[src/rtl/fast_approx_square_root_macros.svh]
// Assertion helpers shared by the RTL. Both expect clk and rst_n in scope.
`ifndef FAST_APPROX_SQUARE_ROOT_MACROS_SVH
`define FAST_APPROX_SQUARE_ROOT_MACROS_SVH

// Same-cycle implication.
`define FASR_ASSERT_SAME(lbl, ante, cons, msg) \
  lbl: assert property (@(posedge clk) disable iff (!rst_n) (ante) |-> (cons)) \
    else $error(msg);

// Next-cycle implication.
`define FASR_ASSERT_NEXT(lbl, ante, cons, msg) \
  lbl: assert property (@(posedge clk) disable iff (!rst_n) (ante) |=> (cons)) \
    else $error(msg);

`endif

[src/rtl/fasr_pkg.sv]
`default_nettype none

package fasr_pkg;

  localparam logic [31:0] SEED_MAGIC = 32'h5f3759df;
  localparam logic [31:0] SP_HALF    = 32'h3F000000;
  localparam logic [31:0] SP_ONE     = 32'h3F800000;
  localparam logic [31:0] SP_QNAN    = 32'h7FC00000;
  // 1.5 as significand 1.1b with unbiased exponent 0
  localparam logic [23:0] THREE_HALVES_M = 24'hC00000;

  localparam logic signed [10:0] EXP_MIN = -11'sd126;
  localparam logic signed [10:0] EXP_MAX = 11'sd127;

  localparam int FMUL_DEPTH = 4;
  localparam int UPD_DEPTH  = 7;

  typedef enum logic [1:0] {
    CLS_ZERO,
    CLS_NORM,
    CLS_INF,
    CLS_NAN
  } fasr_cls_t;

  // Value = m * 2^(e-23), m normalized with bit 23 set for CLS_NORM.
  typedef struct packed {
    logic             s;
    fasr_cls_t        cls;
    logic signed [10:0] e;
    logic [23:0]      m;
  } fasr_sp_t;

  // Aligned single-precision significand ready for rounding and packing.
  typedef struct packed {
    logic [7:0]  base;
    logic [23:0] keep;
    logic        g;
    logic        stk;
  } fasr_rnd_t;

  // Operands that travel with each request.
  typedef struct packed {
    logic [31:0] v;
    logic [31:0] x;
    logic [31:0] y;
    logic        one;
  } fasr_side_t;

  function automatic logic [4:0] lead_pos24(input logic [23:0] m);
    logic [4:0] p;
    p = 5'd0;
    for (int i = 0; i < 24; i++) begin
      if (m[i]) p = 5'(i);
    end
    return p;
  endfunction

  function automatic fasr_sp_t sp_unpack(input logic [31:0] b);
    fasr_sp_t   u;
    logic [4:0] k;
    u.s   = b[31];
    u.cls = CLS_NORM;
    u.e   = 11'sd0;
    u.m   = {1'b1, b[22:0]};
    k     = lead_pos24({1'b0, b[22:0]});
    if (b[30:23] == 8'hFF) begin
      u.cls = (b[22:0] != 23'd0) ? CLS_NAN : CLS_INF;
    end else if (b[30:23] == 8'd0) begin
      if (b[22:0] == 23'd0) begin
        u.cls = CLS_ZERO;
        u.m   = 24'd0;
      end else begin
        u.m = {1'b0, b[22:0]} << (5'd23 - k);
        u.e = $signed({6'd0, k}) - 11'sd149;
      end
    end else begin
      u.e = $signed({3'd0, b[30:23]}) - 11'sd127;
    end
    return u;
  endfunction

  // Denormalize below the normal range and split into keep, guard, sticky.
  function automatic fasr_rnd_t sp_align(input logic signed [10:0] e,
                                         input logic [63:0] m, input logic st);
    logic signed [10:0] sh;
    logic signed [10:0] bs;
    logic [63:0]        shv;
    logic [63:0]        mask;
    logic               lost;
    fasr_rnd_t          r;
    mask = 64'd0;
    if (e >= EXP_MIN) begin
      sh = 11'sd0;
      bs = e + 11'sd126;
    end else begin
      sh = EXP_MIN - e;
      bs = 11'sd0;
    end
    if (sh > 11'sd63) begin
      shv  = 64'd0;
      lost = |m;
    end else begin
      shv  = m >> sh[5:0];
      mask = (64'd1 << sh[5:0]) - 64'd1;
      lost = |(m & mask);
    end
    r.base = bs[7:0];
    r.keep = shv[63:40];
    r.g    = shv[39];
    r.stk  = (|shv[38:0]) | lost | st;
    return r;
  endfunction

  // Round to nearest even; a carry out of the significand bumps the exponent.
  function automatic logic [30:0] sp_pack(input fasr_rnd_t r);
    logic inc;
    inc = r.g & (r.stk | r.keep[0]);
    return {r.base, 23'd0} + {7'd0, r.keep} + {30'd0, inc};
  endfunction

endpackage

`default_nettype wire

[src/rtl/fasr_fmul.sv]
`default_nettype none
`include "fast_approx_square_root_macros.svh"

module fasr_fmul (
  input  logic                 clk,
  input  logic                 rst_n,
  input  logic                 in_valid,
  output logic                 in_ready,
  input  logic [31:0]          in_a,
  input  logic [31:0]          in_b,
  input  fasr_pkg::fasr_side_t in_side,
  output logic                 out_valid,
  input  logic                 out_ready,
  output logic [31:0]          out_prod,
  output fasr_pkg::fasr_side_t out_side
);
  import fasr_pkg::*;

  logic [FMUL_DEPTH-1:0] vld_r;
  logic [FMUL_DEPTH:0]   adv;

  fasr_sp_t   a1_r, b1_r;
  fasr_side_t sd1_r, sd2_r, sd3_r, sd4_r;

  logic               s2_r, s2_nxt;
  fasr_cls_t          c2_r, c2_nxt;
  logic signed [10:0] e2_r;
  logic [47:0]        p2_r;

  logic               s3_r;
  fasr_cls_t          c3_r;
  fasr_rnd_t          r3_r, r3_nxt;
  logic               ovf3_r, ovf3_nxt;
  logic signed [10:0] e3;
  logic [47:0]        n3;

  logic [31:0] prod4_r, prod4_nxt;

  // Stage k moves when it is empty or its successor moves.
  always_comb begin
    adv[FMUL_DEPTH] = out_ready;
    for (int k = FMUL_DEPTH - 1; k >= 0; k--) begin
      adv[k] = !vld_r[k] || adv[k+1];
    end
  end

  assign in_ready = adv[0];

  always_ff @(posedge clk) begin
    if (!rst_n) begin
      vld_r <= '0;
    end else begin
      if (adv[0]) vld_r[0] <= in_valid;
      for (int k = 1; k < FMUL_DEPTH; k++) begin
        if (adv[k]) vld_r[k] <= vld_r[k-1];
      end
    end
  end

  // Classify the product.
  always_comb begin
    s2_nxt = a1_r.s ^ b1_r.s;
    if (a1_r.cls == CLS_NAN || b1_r.cls == CLS_NAN) begin
      c2_nxt = CLS_NAN;
    end else if ((a1_r.cls == CLS_INF && b1_r.cls == CLS_ZERO) ||
                 (a1_r.cls == CLS_ZERO && b1_r.cls == CLS_INF)) begin
      c2_nxt = CLS_NAN;
    end else if (a1_r.cls == CLS_INF || b1_r.cls == CLS_INF) begin
      c2_nxt = CLS_INF;
    end else if (a1_r.cls == CLS_ZERO || b1_r.cls == CLS_ZERO) begin
      c2_nxt = CLS_ZERO;
    end else begin
      c2_nxt = CLS_NORM;
    end
  end

  // Normalize by one position and align for rounding.
  always_comb begin
    if (p2_r[47]) begin
      n3 = p2_r;
      e3 = e2_r + 11'sd1;
    end else begin
      n3 = {p2_r[46:0], 1'b0};
      e3 = e2_r;
    end
    r3_nxt   = sp_align(e3, {n3, 16'd0}, 1'b0);
    ovf3_nxt = (e3 > EXP_MAX);
  end

  always_comb begin
    case (c3_r)
      CLS_NAN:  prod4_nxt = SP_QNAN;
      CLS_INF:  prod4_nxt = {s3_r, 8'hFF, 23'd0};
      CLS_ZERO: prod4_nxt = {s3_r, 31'd0};
      CLS_NORM: prod4_nxt = ovf3_r ? {s3_r, 8'hFF, 23'd0} : {s3_r, sp_pack(r3_r)};
      default:  prod4_nxt = SP_QNAN;
    endcase
  end

  always_ff @(posedge clk) begin
    if (adv[0]) begin
      a1_r  <= sp_unpack(in_a);
      b1_r  <= sp_unpack(in_b);
      sd1_r <= in_side;
    end
    if (adv[1]) begin
      s2_r  <= s2_nxt;
      c2_r  <= c2_nxt;
      e2_r  <= a1_r.e + b1_r.e;
      p2_r  <= a1_r.m * b1_r.m;
      sd2_r <= sd1_r;
    end
    if (adv[2]) begin
      s3_r   <= s2_r;
      c3_r   <= c2_r;
      r3_r   <= r3_nxt;
      ovf3_r <= ovf3_nxt;
      sd3_r  <= sd2_r;
    end
    if (adv[3]) begin
      prod4_r <= prod4_nxt;
      sd4_r   <= sd3_r;
    end
  end

  assign out_valid = vld_r[FMUL_DEPTH-1];
  assign out_prod  = prod4_r;
  assign out_side  = sd4_r;

  `FASR_ASSERT_NEXT(a_fmul_load, in_valid && in_ready, vld_r[0], "fmul: request not captured")
  `FASR_ASSERT_NEXT(a_fmul_hold, vld_r[1] && !adv[1], vld_r[1] && $stable(p2_r), "fmul: stalled product lost")
  `FASR_ASSERT_SAME(a_fmul_nan, out_valid && out_prod[30:23] == 8'hFF && out_prod[22:0] != 23'd0, out_prod == SP_QNAN, "fmul: NaN not canonical")

endmodule

`default_nettype wire

[config.mk]
export PLATFORM = sky130hd
export DESIGN_NAME = fasr_fmul
export DESIGN_NICKNAME = d
export VERILOG_FILES = /design/src/rtl/fasr_pkg.sv /design/src/rtl/fasr_fmul.sv
export VERILOG_INCLUDE_DIRS = /design/src /design/src/rtl
export SDC_FILE = /design/constraint.sdc
export NUM_CORES = 2
export LEC_CHECK = 0
export BUFFER_PORTS_ARGS = -buffer_cell sky130_fd_sc_hd__buf_2
export CAP_MARGIN = 30
export CORE_MARGIN = 2
export CORE_UTILIZATION = 55
export DETAILED_ROUTE_END_ITERATION = 8
export GPL_TIMING_DRIVEN = 0
export PLACE_DENSITY = 0.73
export SYNTH_ARGS = -nofsm -noshare
export SYNTH_HDL_FRONTEND = slang
export SYNTH_SLANG_ARGS = --single-unit
[constraint.sdc]
create_clock -name clk -period 10.2 [get_ports clk]
set_input_delay 1.53 -clock clk [delete_from_list [all_inputs] [get_ports clk]]
set_output_delay 1.53 -clock clk [all_outputs]
set_load 0.1 [all_outputs]
# ---- Word level (Yosys, flattened, before mapping)
# Cells that the tools add are included.
dict set report op_classes {
  n_addsub 13
  n_mul 1
  n_lt_le_gt_ge 3
  eq_ne 9
  n_shift 4
  mux 73
  bitwise_logic 7
  n_reduce_logical 30
}
# operator n
set ops {}
lappend ops {{$mux W5} 44}
lappend ops {{$pmux W32 S4} 1}
lappend ops {{$mux W23} 4}
lappend ops {{$mux W11} 6}
lappend ops {{$and A64 B64 Y64} 1}
lappend ops {{$reduce_or A64 Y1} 1}
lappend ops {{$shl A1 B6 Y64 const A} 1}
lappend ops {{$shr A64 B6 Y64} 1}
lappend ops {{$sub A64 B1 Y64 const B} 1}
lappend ops {{$mul A24 B24 Y48} 1}
lappend ops {{$mux W24} 2}
lappend ops {{$mux W48} 1}
lappend ops {{$reduce_or A48 Y1} 1}
lappend ops {{$shl A23 B5 Y24} 2}
lappend ops {{$logic_not A23 Y1} 2}
lappend ops {{$reduce_bool A23 Y1} 2}
lappend ops {{$mux W39} 1}
lappend ops {{$reduce_or A39 Y1} 1}
lappend ops {{$add A31 B1 Y31} 1}
lappend ops {{$add A31 B24 Y31} 1}
lappend ops {{$mux W31} 1}
lappend ops {{$sub A5 B8 Y9 const B} 2}
lappend ops {{$sub A8 B7 Y9 const B} 2}
lappend ops {{$eq A8 B8 Y1 const B} 2}
lappend ops {{other kinds (23)} 58}
dict set report word_totals {
  register_bits 600
  input_bits 165
  out_inout_bits 131
  wordCells 183
}

# ---- Depth between registers and ports, before layout
dict set report depth {
  word_depth 28
  depth_mapped 29
  mapped_depth_nobuf 28
}

# ---- Worst setup path after synthesis
# No wires, ideal clock.
dict set report synth_timing {
  path_type {register to register}
  from {reg b1_r[3] (netlist bit)}
  to {reg p2_r[45], data pin}
  setup_ns 0.262
  arrival_time_ns 7.353
  setup_slack_ns 2.585
  path_stages_with_launch 29
  path_buffers 1
  path_cell_list {edfxtp_1 -> clkbuf_1 -> nand2_1 -> fa_1 -> inv_1 -> fa_1 -> fa_1 -> inv_1 -> fa_1 -> inv_1 -> fa_1 -> inv_1 -> fa_1 -> inv_1 -> fa_1 -> ha_1 -> or2_2 -> a221oi_1 -> nor4_1 -> o2111ai_1 -> o221ai_1 -> a211oi_1 -> o21ai_0 -> o41ai_1 -> o31ai_1 -> o21a_1 -> nor2_1 -> a21oi_1 -> xor2_1}
}
dict set report synth_between {
  elab_chain_cells 1
}
# element line
set synth_lines {}
lappend synth_lines {{start, declared} fasr_fmul.sv:22} ;# fasr_sp_t a1_r, b1_r;
lappend synth_lines {{start signal, assigned} fasr_fmul.sv:103} ;# b1_r <= sp_unpack(in_b);
lappend synth_lines {{$mul A24 B24 Y48} fasr_fmul.sv:110} ;# p2_r <= a1_r.m * b1_r.m;
lappend synth_lines {{end signal, assigned} fasr_fmul.sv:110}
lappend synth_lines {{end, declared} fasr_fmul.sv:28} ;# logic [47:0] p2_r;
# No other way between the ends.
# A chain may end at the register's enable or synchronous reset.

# ---- Worst setup path after layout
dict set report layout_timing {
  from {reg b1_r[13] (netlist bit)}
  to {reg p2_r[47], data pin}
}
# Same word-level chain as after synthesis.

==> results.txt <==
GRT Overall Usage: 34.9%
Placed wire-length estimate: 118000 microns
Slew headroom: 25.9%
Iter 0 DRT Violations: 3107
Post-synth EDFFs: 592
IO Pins: 296
Maximum root-to-sink buffer count: 3
FF+latch count, synth: 596
CTS H-tree lvls: 2
Row count: 106
Number of vias per cell: 6.00
Port bufs: 289
Syn Inst Count: 4263
Global-route wire length before repair: 221000 microns
Count of final hold-check violations: 0
Root buffer cell: clkbuf_16
Full die area: 85900 sq um
Largest net degree at the start of global routing: 87
CTS Sinks: 596
Clock Skews: 0.0489 ns
Sequential share of the synthesized area: 38.8%
CTS tree: yes
WP buf/inv: 6
Vias in the first global route: 35000
Worst Max-Slew Pin Slew: 1.08 ns
Peak Freq: 103 MHz
Area of the multi-input gates: 25300 sq um
Distinct cells, synth: 96
Reg2reg setup slack: 0.54 ns
Nets: 5475
Post-CTS Resized: 0
Crit-path leading delay family: adder cells
Syn Nets: 5114
FFs w/ async S/R, synth: 0%
WL per Instance: 26.1 microns
Initial antenna violation count: 8
Postcts setup bufs: 0
Crit Path Class: flip-flop to flip-flop
Fin Setup TNS: 0 ns
Hold Path Class: flip-flop to flip-flop
Synth-to-Final Area Change: 10.8%
Horiz. Die Dim: 293 microns
CTS Buf Count: 60
Hold Buf Count CTS: 0
Crit Path Max Fanout: 10
Layout cells sized above 1: 10.3%
Total number of vias: 34500
CP startpoint kind: flip-flop
Fillers: 6827
Nature of the critical path endpoint: flip-flop
Routability Congestion: 1.03
FF+latch area: 17900 sq um
Routed WL: 150000 microns
Final worst path period need: 9.66 ns
Synth Flop Type: edfxtp_1
Core ar.: 83200 sq um
Most frequent cell on the critical path: fa_1
Slowest Stage Delay on Critical Path: 0.75 ns
Max Slew Vio Count: 0
Skew-Pair Late Insertion Delay: 0.65 ns
Final Setup Violations: 0
Total gr overflow: 0
RSZ-0062 raised after global routing: false
Initial Util: 55.3%
# DRC: 0
Chip Height: 293 microns
Req. time, crit path: 10.51 ns
Final antenna-violating net count: 0
Yosys Warn Count: 0
Syn Area/Cell: 10.8 sq um
Reg clk slew, reported paths: 0.06 ns
Status: complete, no violations
Final period util: 94.7%
Post-synthesis cell area: 46000 sq um
1st-pass router iterations: 6
Max_cap viols: 0
WP data arrival: 9.97 ns
CP max-delay cell: edfxtp_1
[synth_stat cells (20+ instances only)]
cell,number,area share (%)
mux2i_1,125,2.7
inv_1,541,4.4
a21o_1,28,0.46
nor2_1,215,1.8
and2_1,204,2.8
xnor2_1,71,1.4
nand3_1,81,0.88
nand2_1,594,4.8
and3_1,33,0.45
clkbuf_1,160,1.3
nor3_1,56,0.61
ha_1,203,5.5
xor2_1,38,0.72
a31oi_1,27,0.37
a21oi_1,147,1.6
o22ai_1,30,0.41
fa_1,483,21
buf_1,21,0.17
edfxtp_1,592,39
buf_2,20,0.22
nor4_1,28,0.38
nand2b_1,20,0.27
nand4_1,32,0.44
mux2_2,24,0.59
a211oi_1,24,0.39
o21ai_0,140,1.5
o211ai_1,26,0.42
[metal layers]
metal	up-vias	share of wire, %	global-route usage (%)
met5	-	0.013	0
met4	2	6.8	20.5
met3	420	7.9	6.02
met2	1759	47	57.0
met1	17100	38	43.8
li1	15200	-	-
[per-stage QoR]
step	area [sq um]	setup WS, ns	utilization (%)	cells	hold slack, ns
2_1_floorplan	46000	2.59	-	4263	0.400
3_5_place_dp	49000	0.725	58.9	5642	0.405
6_report	51000	0.537	61.3	5757	0.383
4_1_cts	51000	0.655	61.3	5752	0.375
3_3_place_gp	48800	0.567	58.7	5632	0.400
5_1_grt	51000	0.148	61.3	5757	0.396
[cells in the final DEF, fill, tap and decap left out, types with 147 or more instances in the layout]
cell,instances
nand2_1,592
edfxtp_1,592
inv_1,539
fa_1,483
buf_2,309
nor2_1,215
and2_1,204
ha_1,203
clkbuf_1,175
a21oi_1,147
[path summary, 6_finish.rpt]
path	end	cells after the start	startpoint
hold reg to reg	sd3_r[41]$_DFFE_PP_	0	sd2_r[41]$_DFFE_PP_
setup reg to reg	p2_r[47]$_DFFE_PP_	28	b1_r[13]$_DFFE_PP_
setup / recovery	p2_r[47]$_DFFE_PP_	28	b1_r[13]$_DFFE_PP_
hold / removal	sd3_r[41]$_DFFE_PP_	0	sd2_r[41]$_DFFE_PP_
[cells by family after synthesis]
group           after synthesis  share of synthesized area (%)
simple gates               1341                           13.7
compound gates              623                           8.99
mux                         151                           3.38
xor+xnor                    116                           2.32
flops                       596                           38.8
buf+inv                     749                           6.18
fa+ha+maj                   687                           26.6
[cell type report]
| class | instances | area share (%) |
|---|---|---|
| Antenna cell | 5 | 0.0245 |
| Buffer | 203 | 1.56 |
| Clock buffer | 75 | 3.06 |
| Clock inverter | 35 | 0.771 |
| Inverter | 546 | 4.04 |
| Multi-Input combinational cell | 2918 | 49.6 |
| Sequential cell | 596 | 35.0 |
| Tap cell | 1080 | 2.65 |
| Timing Repair Buffer | 299 | 3.22 |
[registers in the layout (all words and copies together) (netlist names)]
signal and count:
p2_r 48, r3_r 34, s2_r 1, ovf3_r 1, c3_r 2, a1_r 36
sd2_r 97, out_prod 32, s3_r 1, out_side 97, b1_r 36, sd3_r 97
c2_r 2, sd1_r 97, vld_r 4, e2_r 11
Power is not shown: default switching activity piles up to over one toggle a cycle in this logic, so the estimate is an artifact.
